### config.mk
export PLATFORM = sky130hd
export DESIGN_NAME = i2c_master_transaction_fsm
export DESIGN_NICKNAME = d
export VERILOG_FILES = /design/src/rtl/core/i2cm_pkg.sv /design/src/rtl/core/i2c_master_transaction_fsm.sv
export SDC_FILE = /design/constraint.sdc
export NUM_CORES = 1
export LEC_CHECK = 0
export BUFFER_PORTS_ARGS = -buffer_cell sky130_fd_sc_hd__clkbuf_2
export CAP_MARGIN = 20
export CORE_ASPECT_RATIO = 1.4
export CORE_MARGIN = 2
export CORE_UTILIZATION = 55
export DETAILED_ROUTE_END_ITERATION = 16
export GPL_ROUTABILITY_DRIVEN = 0
export GPL_TIMING_DRIVEN = 0
export MAX_ROUTING_LAYER = met4
export PLACE_DENSITY = 0.85
export SETUP_SLACK_MARGIN = 0.3
export SKIP_CTS_REPAIR_TIMING = 1
export SYNTH_ARGS = -nofsm -noshare
export SYNTH_HDL_FRONTEND = slang
export SYNTH_SLANG_ARGS = --single-unit
### constraint.sdc
create_clock -name clk_i -period 3.3 [get_ports clk_i]
set_input_delay 0.825 -clock clk_i [delete_from_list [all_inputs] [get_ports clk_i]]
set_output_delay 0.825 -clock clk_i [all_outputs]
set_load 0.05 [all_outputs]
### src/rtl/core/i2cm_pkg.sv
package i2cm_pkg;

  // Default depth of the transmit byte queue.
  localparam int unsigned FIFO_DEPTH_DEF = 16;

  // The low three bits of a raw bus status are ignored.
  localparam logic [7:0] STATUS_MASK = 8'hF8;
  // Read/write bit in the address byte.
  localparam logic [7:0] RW_BIT = 8'h01;

  // Bus status codes that each phase expects.
  localparam logic [7:0] ST_START       = 8'h08;
  localparam logic [7:0] ST_MT_SLA_ACK  = 8'h18;
  localparam logic [7:0] ST_MT_DAT_ACK  = 8'h28;
  localparam logic [7:0] ST_MR_SLA_ACK  = 8'h40;
  localparam logic [7:0] ST_MR_DAT_ACK  = 8'h50;
  localparam logic [7:0] ST_MR_DAT_NACK = 8'h58;

  // Item kinds.
  typedef enum logic [1:0] {
    OP_PUSH        = 2'd0,
    OP_START_WRITE = 2'd1,
    OP_START_READ  = 2'd2,
    OP_BUS_EVENT   = 2'd3
  } op_e;

  // Sequencer phases.
  typedef enum logic [3:0] {
    PH_IDLE     = 4'd0,
    PH_STARTW   = 4'd1,
    PH_ADDRW    = 4'd2,
    PH_BYTEW    = 4'd3,
    PH_STARTR   = 4'd4,
    PH_ADDRR    = 4'd5,
    PH_BYTER    = 4'd6,
    PH_LASTR    = 4'd7,
    PH_FINISHED = 4'd8,
    PH_ERROR    = 4'd9
  } phase_e;

  // Bus commands.
  typedef enum logic [2:0] {
    CMD_NONE    = 3'd0,
    CMD_START   = 3'd1,
    CMD_SEND    = 3'd2,
    CMD_RX_ACK  = 3'd3,
    CMD_RX_NACK = 3'd4,
    CMD_STOP    = 3'd5
  } cmd_e;

  // One input item.
  typedef struct packed {
    logic [1:0] op;
    logic [7:0] slave_address;
    logic [7:0] byte_count;
    logic [7:0] data_byte;
    logic [7:0] bus_status;
  } in_item_t;

  // One result item.
  typedef struct packed {
    logic [2:0] bus_command;
    logic [7:0] tx_byte;
    logic       rx_valid;
    logic [7:0] rx_byte;
    logic [7:0] rx_index;
    logic [3:0] fsm_state;
    logic       push_failed;
  } out_item_t;

endpackage

### src/rtl/core/i2c_master_transaction_fsm.sv
// Byte-level I2C master sequencer.
// The input channel (in_valid_i, in_stall_o, in_item_i) takes one item per
// cycle while in_stall_o is low: push a transmit byte, start a write, start
// a read, or report a bus event with its raw status and received byte. Every
// item gives exactly one result on the output channel (out_valid_o,
// out_stall_i, out_item_o) with the next bus command, any received byte with
// its index, the phase after the item and a push failure flag.
// Each result is registered when its item is accepted. Throughput is one item
// per cycle while in_stall_o is low, set by the single read and single write
// port of the transmit byte memory, which a bus event reads at the queue head
// in the same edge that the item is accepted.
// Reset puts the sequencer in idle with an empty queue; the queue memory is
// never read before it is written, so it needs no clearing pass.
// When the receiver stalls, one further item is still taken and the older
// result moves to a skid register; in_stall_o then stays high until that result is taken.
module i2c_master_transaction_fsm
  import i2cm_pkg::*;
#(
  parameter int unsigned FIFO_DEPTH = FIFO_DEPTH_DEF
) (
  input  logic      clk_i,
  input  logic      rst_ni,
  input  logic      in_valid_i,
  output logic      in_stall_o,
  input  in_item_t  in_item_i,
  output logic      out_valid_o,
  input  logic      out_stall_i,
  output out_item_t out_item_o
);

  localparam int unsigned PTR_W  = $clog2(FIFO_DEPTH);
  localparam int unsigned FILL_W = $clog2(FIFO_DEPTH + 1);
  localparam logic [PTR_W-1:0]  PTR_LAST  = PTR_W'(FIFO_DEPTH - 1);
  localparam logic [FILL_W-1:0] FILL_FULL = FILL_W'(FIFO_DEPTH);

  // Control state.
  phase_e            phase_q, phase_d;
  logic [7:0]        target_q, target_d;
  logic [7:0]        total_q, total_d;
  logic [7:0]        done_q, done_d;
  logic [PTR_W-1:0]  head_q, head_d;
  logic [PTR_W-1:0]  tail_q, tail_d;
  logic [FILL_W-1:0] fill_q, fill_d;

  // Transmit byte memory and its registered read data.
  logic [7:0] fifo_mem_q [FIFO_DEPTH];
  logic [7:0] rdata_q;

  // Result stage and skid stage.
  logic      a_valid_q, a_pop_q;
  out_item_t a_q, a_comp;
  logic      s_valid_q;
  out_item_t s_q;

  logic       in_accept, out_take;
  logic       push_wr, pop_rd;
  logic [7:0] status;
  logic [7:0] done_inc;
  out_item_t  res;

  function automatic logic [PTR_W-1:0] ptr_next(input logic [PTR_W-1:0] p);
    ptr_next = (p == PTR_LAST) ? '0 : p + PTR_W'(1);
  endfunction

  assign in_stall_o = s_valid_q;
  assign in_accept  = in_valid_i && !s_valid_q;
  assign status     = in_item_i.bus_status & STATUS_MASK;
  assign done_inc   = done_q + 8'd1;

  // Next state and the result of the item at the input.
  always_comb begin
    phase_d  = phase_q;
    target_d = target_q;
    total_d  = total_q;
    done_d   = done_q;
    head_d   = head_q;
    tail_d   = tail_q;
    fill_d   = fill_q;
    push_wr  = 1'b0;
    pop_rd   = 1'b0;
    res      = '0;
    case (op_e'(in_item_i.op))
      OP_PUSH: begin
        if (fill_q == FILL_FULL) begin
          res.push_failed = 1'b1;
        end else begin
          push_wr = 1'b1;
          tail_d  = ptr_next(tail_q);
          fill_d  = fill_q + FILL_W'(1);
        end
      end
      OP_START_WRITE: begin
        target_d        = in_item_i.slave_address;
        phase_d         = PH_STARTW;
        res.bus_command = CMD_START;
      end
      OP_START_READ: begin
        target_d        = in_item_i.slave_address;
        total_d         = (in_item_i.byte_count == 8'd0) ? 8'd1 : in_item_i.byte_count;
        done_d          = 8'd0;
        phase_d         = PH_STARTR;
        res.bus_command = CMD_START;
      end
      OP_BUS_EVENT: begin
        case (phase_q)
          PH_STARTW: begin
            if (status != ST_START) begin
              phase_d = PH_ERROR;
            end else begin
              phase_d         = PH_ADDRW;
              res.tx_byte     = target_q & ~RW_BIT;
              res.bus_command = CMD_SEND;
            end
          end
          PH_ADDRW, PH_BYTEW: begin
            if (status != ((phase_q == PH_ADDRW) ? ST_MT_SLA_ACK : ST_MT_DAT_ACK)) begin
              phase_d = PH_ERROR;
            end else if (fill_q != '0) begin
              // Next data byte comes from the queue head via the registered read data.
              pop_rd          = 1'b1;
              head_d          = ptr_next(head_q);
              fill_d          = fill_q - FILL_W'(1);
              phase_d         = PH_BYTEW;
              res.bus_command = CMD_SEND;
            end else begin
              phase_d         = PH_FINISHED;
              res.bus_command = CMD_STOP;
            end
          end
          PH_STARTR: begin
            if (status != ST_START) begin
              phase_d = PH_ERROR;
            end else begin
              target_d        = target_q | RW_BIT;
              phase_d         = PH_ADDRR;
              res.tx_byte     = target_q | RW_BIT;
              res.bus_command = CMD_SEND;
            end
          end
          PH_ADDRR: begin
            if (status != ST_MR_SLA_ACK) begin
              phase_d = PH_ERROR;
            end else if ({1'b0, done_q} + 9'd1 < {1'b0, total_q}) begin
              phase_d         = PH_BYTER;
              res.bus_command = CMD_RX_ACK;
            end else begin
              phase_d         = PH_LASTR;
              res.bus_command = CMD_RX_NACK;
            end
          end
          PH_BYTER: begin
            if (status != ST_MR_DAT_ACK) begin
              phase_d = PH_ERROR;
            end else begin
              res.rx_valid = 1'b1;
              res.rx_byte  = in_item_i.data_byte;
              res.rx_index = done_q;
              done_d       = done_inc;
              if ({1'b0, done_inc} + 9'd1 < {1'b0, total_q}) begin
                phase_d         = PH_BYTER;
                res.bus_command = CMD_RX_ACK;
              end else begin
                phase_d         = PH_LASTR;
                res.bus_command = CMD_RX_NACK;
              end
            end
          end
          PH_LASTR: begin
            if (status != ST_MR_DAT_NACK) begin
              phase_d = PH_ERROR;
            end else begin
              res.rx_valid    = 1'b1;
              res.rx_byte     = in_item_i.data_byte;
              res.rx_index    = done_q;
              done_d          = done_inc;
              phase_d         = PH_FINISHED;
              res.bus_command = CMD_STOP;
            end
          end
          default: begin
          end
        endcase
      end
      default: begin
      end
    endcase
    res.fsm_state = phase_d;
  end

  // Control state register, updated per accepted item.
  always_ff @(posedge clk_i or negedge rst_ni) begin
    if (!rst_ni) begin
      phase_q  <= PH_IDLE;
      target_q <= '0;
      total_q  <= '0;
      done_q   <= '0;
      head_q   <= '0;
      tail_q   <= '0;
      fill_q   <= '0;
    end else if (in_accept) begin
      phase_q  <= phase_d;
      target_q <= target_d;
      total_q  <= total_d;
      done_q   <= done_d;
      head_q   <= head_d;
      tail_q   <= tail_d;
      fill_q   <= fill_d;
    end
  end

  // Transmit byte memory: one write port at the tail, one registered read at the head.
  always_ff @(posedge clk_i) begin
    if (in_accept && push_wr) begin
      fifo_mem_q[tail_q] <= in_item_i.data_byte;
    end
    if (in_accept && pop_rd) begin
      rdata_q <= fifo_mem_q[head_q];
    end
  end

  // Result with the popped byte merged in.
  always_comb begin
    a_comp = a_q;
    if (a_pop_q) begin
      a_comp.tx_byte = rdata_q;
    end
  end

  // Output side: the skid register holds the older result when present.
  assign out_valid_o = s_valid_q || a_valid_q;
  assign out_item_o  = s_valid_q ? s_q : a_comp;
  assign out_take    = out_valid_o && !out_stall_i;

  always_ff @(posedge clk_i or negedge rst_ni) begin
    if (!rst_ni) begin
      a_valid_q <= 1'b0;
      s_valid_q <= 1'b0;
    end else if (s_valid_q) begin
      s_valid_q <= !out_take;
    end else begin
      a_valid_q <= in_accept || (a_valid_q && !out_take);
      s_valid_q <= a_valid_q && !out_take && in_accept;
    end
  end

  // Payload of the two output stages.
  always_ff @(posedge clk_i) begin
    if (!s_valid_q && a_valid_q && !out_take && in_accept) begin
      s_q <= a_comp;
    end
    if (in_accept) begin
      a_q     <= res;
      a_pop_q <= pop_rd;
    end
  end

endmodule

==> metrics, run 1 <==
outcome complete, no violations; Slowest-stage cell, CP dfrtp_2; clock share of power 35.0%; Top delay family on crit path compound AO/OA/AOI/OAI gates; Final Hold Fails 0; gr ovfl total 0; Post-DP Area 11800 µm²; post-synthesis sequential area ratio 64.4%; internal power 5.63 mW; Req. time, crit path 3.55 ns; Slew @ Worst Pin 1.00 ns; RSZ-0062 raised after global routing yes; fmax 0.320 GHz; Switching Power 2.14 mW; Startpoint Class register; Peak VDD IR 0.445 mV; antenna violations before repair 0; CTS Sinks 245; max incr delay on CP 0.44 ns; final hold slack 0.196 ns; synthesized area 11100 µm²; TritonCTS buffer count 23; drt drc 0; share of cells above drive strength 1 31.4%; sequential share of power 48.3%; Distinct cells, synth 71; Total GRT Usage 23.7%; Yosys reg bits 245; overall power 7.77 mW; Final Setup Violations 0; CP Cell Sequence ha_1 > buf_4 > xnor2_1 > nor3_2 > buf_4 > xnor2_1 > ha_1 > o21a_1 > o2111ai_1 > o21ai_2 > o2111ai_2 > a21oi_1; buffer depth of the longest clock path 3; Iter 0 DRT Violations 597; HP Class in2async; # port buffers 68; number of global-route vias before repair 6683; core area 19800 µm²; wire per inst 22.4 µm; Nets 893; sw frac 27.5%; antenna-violating nets left 0; CP endpoint kind register; FILL cells 1311; Pleak 4.68 nW; Most used DFF post-synth edfxtp_1; Max Cap Viol 0; EDFF count, synth 203; Synth-to-Final Area Change 15.0%; CTS Root Cell clkbuf_16; clk_lat worst skew 0.53 ns; async set-or-reset flop fraction in the synthesized netlist 17.1%; Power Dens Cells 609 nW/µm²; Die Height 172 µm; std cell rows 61; Setup CP Type reg2reg; Synth warnings 0; Synth Net Count 789; final slew viol count 0; synthesized instance count 721; First-pass DRT Iterations 5; DR vias 6689; CP max FO 7; num ports 73; crit share post-route 94.6%; n_diodes 0; design area 12800 µm²; Die W 124 µm; clock skew 0.0180 ns; Reg clk slew, reported paths 0.07 ns; Routed WL 24500 µm; Vias/cell 6.11; die area 21300 µm²; # H-tree levels 1; post-route minimum period 3.12 ns; CTS tree done; combinational power share 16.7%; slew margin rel. 32.6%; crit path buf inv count 2; syn avg cell area 15.4 µm²; Worst EP arrival 3.37 ns; initial core utilization 55.9%; first-pass GRT wire length 36600 µm; dpl hpwl 16200 µm; largest net degree at the start of global routing 43
## per-stage QoR
step                      setup TNS [ns]  cells  worst slack, ns  util, %
after global placement            -65.83   1041           -0.463     59.3
after CTS                          -1.20   1084           -0.207     63.3
after global routing                   0   1094           0.0889     64.3
after floorplan                        0    721            0.310        -
after detailed placement           -9.58   1042           -0.243     59.4
final                                  0   1094            0.179     64.3
## state kept, by name, indices dropped and copies added, names as in the netlist
register    count
tail_q          4
fill_q          5
a_pop_q         1
target_q        7
fifo_mem_q    128
done_q          8
total_q         8
rdata_q         8
a_valid_q       1
head_q          4
s_q            33
a_comp         25
in_stall_o      1
a_q             8
phase_q         4
## cell families after synthesis
group	share of synthesized area, %
AND/OR/NAND/NOR	9.36
XOR/XNOR	1.74
multiplexers	13.5
AO/OA/AOI/OAI	5.24
adder cells (fa/ha/maj)	3.45
flip-flops	64.4
buffers and inverters	2.29
## power groups by stage
stage | clock (mW) | sequential [mW] | combinational [mW]
3_5_place_dp | 0 | 3.81 | 1.24
5_1_grt | 2.86 | 3.78 | 1.42
6_report | 2.72 | 3.75 | 1.30
4_1_cts | 2.75 | 3.75 | 1.26
3_3_place_gp | 0 | 3.79 | 1.21
2_1_floorplan | 0 | 3.77 | 0.929
## worst reg2reg max path: cells and delay by family, from the launching register on
kind            cells  cell delay, ns
flops               1            0.44
buf+inv             2            0.31
compound gates      5            0.94
fa+ha+maj           2            0.49
simple gates        1            0.09
xor+xnor            2            0.59
## final timing paths
path	slack, ns	from	cells after the start	to
min	0.20	rst_ni	1	target_q[7]
min in group clk_i	0.44	a_comp[18]	0	s_q[18]
min reg2reg	0.44	a_comp[18]	0	s_q[18]
max reg2reg	0.18	done_q[1]	12	a_comp[1]
max in group asynchronous	2.58	rst_ni	2	tail_q[3]
max	0.18	done_q[1]	12	a_comp[1]
## cell usage after synthesis, drive strengths merged (4+ instances only)
cell	n	area, µm²
a21o	5	37.5
a21oi	17	85.1
a31oi	4	25.0
and2	41	259
and3	4	25.0
buf	15	82.6
clkbuf	17	66.3
dfrtp	42	1050
edfxtp	203	6100
ha	29	363
inv	27	101
mux2	51	574
mux4	40	901
nand2	37	139
nand2b	6	47.5
nand3	15	75.1
nand4	4	25.0
nor2	27	101
nor2b	6	37.5
nor3	10	61.3
nor3b	5	37.5
nor4	9	83.8
o21ai	38	198
o31ai	4	40.0
xnor2	17	149
xor2	5	43.8
## placed cells by master (no fill, tap or decap), types with 26 or more instances in the layout
cell type  instances
edfxtp_1         203
clkbuf_2          72
mux2_2            51
dfrtp_1           41
mux4_2            40
nand2_1           37
and2_1            36
o21ai_0           32
ha_1              28
inv_1             27
nor2_1            26
## per-layer routing
| layer | routed length [µm] | track usage (%) | up-vias |
|---|---|---|---|
| met1 | 8740 | 26.4 | 3350 |
| met3 | 1560 | 3.07 | 69 |
| met2 | 13200 | 42.5 | 296 |
| met4 | 952 | 10.0 | 0 |
| li1 | - | - | 2974 |
| met5 | 0 | - | - |
## area by class of cell
cell class	instances	area (µm²)	area share [%]
clock inverter	15	186	1.46
multi-input combinational	416	3810	29.8
buffer	32	164	1.28
timing repair buffer	79	435	3.41
clock buffer	27	591	4.63
sequential	245	7150	56.0
tap	252	315	2.47
inverter	28	110	0.863
No activity file was read; power rests on OpenSTA's default activity.
==> inputs of run 2 (changes only) <==
CELL_PAD_IN_SITES_DETAIL_PLACEMENT = 0   (was default)
CELL_PAD_IN_SITES_GLOBAL_PLACEMENT = 1   (was default)
CORE_UTILIZATION = 46   (was 55)
PLACE_DENSITY = 0.84   (was 0.85)
SLEW_MARGIN = 5   (was default)
==> run 2 against run 1 <==
Effect of this change: highest routed layer unchanged; final area increased by 0.46%; combinational power about the same; largest cell class unchanged; critical path depth increased by 1.
==> metrics, run 2 (synthesis results as in run 1) <==
Iter 0 DRT Violations 423 (-29%); CP max FO 7 (unchanged); die area 25400 µm² (+19%); Final Hold Fails 0 (unchanged); gr ovfl total 0 (unchanged); Startpoint Class register; final hold slack 0.254 ns (+0.0574 ns); dpl hpwl 16500 µm (+1.7%); First-pass DRT Iterations 5 (unchanged); clock skew 0.0342 ns (+0.0163 ns); Peak VDD IR 0.398 mV (-11%); buffer depth of the longest clock path 3 (unchanged); Final Setup Violations 0 (unchanged); Max Cap Viol 0 (unchanged); drt drc 0 (unchanged); internal power 5.45 mW (-3.2%); sw frac 28.4% (+0.90 points); largest net degree at the start of global routing 43 (unchanged); Die Height 188 µm (+9.1%); max FFs per register 128 (unchanged); CTS tree done; CTS Root Cell clkbuf_16; Worst EP arrival 3.18 ns (-0.19 ns); Slew @ Worst Pin 0.832 ns (-0.172 ns); TritonCTS buffer count 24 (+4.3%); sequential share of power 49.3% (+1.0 points); post-route minimum period 2.94 ns (-0.183 ns); area occupied by multi-input gates 3820 µm² (+0.43%); final slew viol count 0 (unchanged); most common cell after layout, fill and taps aside edfxtp_1; initial core utilization 46.6% (-9.3 points); number of global-route vias before repair 6615 (-1.0%); antenna-violating nets left 0 (unchanged); M1 wire length 9270 µm (+6.1%); outcome complete, no violations; r2r setup slk 0.36 ns (+0.18 ns); Req. time, crit path 3.54 ns (about the same); slew margin rel. 44.1% (+12 points); fmax 0.340 GHz (+6.2%); # H-tree levels 1 (unchanged); share of cells above drive strength 1 31.8% (+0.43 points); met2 wire len 12500 µm (-5.1%); wire per inst 20.4 µm (-8.7%); clk_lat worst skew 0.54 ns (about the same); Synth-to-Final Area Change 15.5%; Reg clk slew, reported paths 0.06 ns (about the same); metal3 WL 915 µm (-41%); Switching Power 2.16 mW (+1.2%); Nets 890 (-0.34%); FILL cells 1963 (+50%); Top reg by flops fifo_mem_q; num ports 73 (unchanged); RSZ-0062 raised after global routing yes; # port buffers 68 (unchanged); n_diodes 0 (unchanged); Die W 135 µm (+9.0%); core area 23800 µm² (+20%); R2R Path End a_comp[1]; HP Class in2async; Setup CP Type reg2reg; Non-Filler Instances 1150 (+5.1%); antenna violations before repair 0 (unchanged); path depth of the worst reg2reg path 13 (+1); design area 12800 µm² (+0.46%); Top Layer Used met4; Routed WL 23500 µm (-4.0%); dpl cells 1100 (+5.6%); std cell rows 67 (+9.8%); combinational power share 17.0% (+0.3 points); Power Dens Cells 594 nW/µm² (-2.4%); most frequent cells in the layout 203 x edfxtp_1, 73 x clkbuf_2, 51 x mux2_2; Sequential cell area 7150 µm² (unchanged); Vias/cell 5.53 (-9.6%); Post-DP Area 11900 µm² (+0.62%); first-pass GRT wire length 36800 µm (+0.40%); Pleak 4.66 nW (-0.46%); DR vias 6358 (-4.9%); clock share of power 33.7% (-1.3 points); crit share post-route 89.0% (-5.5 points); CP endpoint kind register; RR Startpoint done_q[1]; Total GRT Usage 19.3% (-4.4 points); CTS Sinks 245 (unchanged)
run 2: worst max-delay path, cell delays in order, from the launching register on:
cell       delay [ns]
dfrtp_2          0.46
ha_1             0.21
buf_6            0.14
nand3_4          0.10
nor3b_1          0.08
nor4_2           0.33
nor2_1           0.09
xnor2_1          0.19
ha_1             0.27
a21o_1           0.16
a21oi_1          0.16
o21ai_1          0.10
o2111ai_1        0.26
a21oi_1          0.11
run 2: final cells by class:
type	instances	share of cell area [%]
repair buffers	75	3.26
flip-flops and latches	245	55.8
inverters	28	0.859
plain buffers	32	1.36
clock buffers	31	5.13
clock inverters	13	0.762
well taps	310	3.03
multi-input cells	416	29.8
run 2: power groups by stage:
stage / clock network [mW] / registers (mW) / logic (mW)
floorplan: 0 / 3.77 / 0.929
global placement: 0 / 3.80 / 1.26
detailed placement: 0 / 3.81 / 1.27
CTS: 2.61 / 3.75 / 1.28
global route: 2.73 / 3.78 / 1.43
finish: 2.56 / 3.75 / 1.29
run 2: metrics by stage:
step | setup TNS (ns) | power, mW | utilization, % | setup WS (ns)
after floorplan | 0 | 4.70 | - | 0.310
after global placement | -90.84 | 5.06 | 49.7 | -0.675
after detailed placement | -22.34 | 5.09 | 49.8 | -0.355
after CTS | -6.46 | 7.64 | 53.0 | -0.225
after global routing | 0 | 7.94 | 53.8 | 0.177
final | 0 | 7.61 | 53.8 | 0.362
run 2: per-layer routing:
layer	vias to the layer above	global-route usage, %
li1	2964	-
met1	3218	22.9
met2	127	34.0
met3	49	2.89
met4	0	5.97
met5	-	-
run 2: worst max path at each step:
stage	startpoint	to	slack (ns)	cells past startpoint
finish	done_q[1]	a_comp[1]	0.36	13
global route	done_q[1]	a_comp[1]	0.18	13
global placement	in_valid_i	fifo_mem_q[0][0]	-0.68	7
detailed placement	in_valid_i	fifo_mem_q[0][0]	-0.36	7
CTS	done_q[1]	a_comp[1]	-0.23	13
floorplan	in_stall_o	in_stall_o	0.31	5
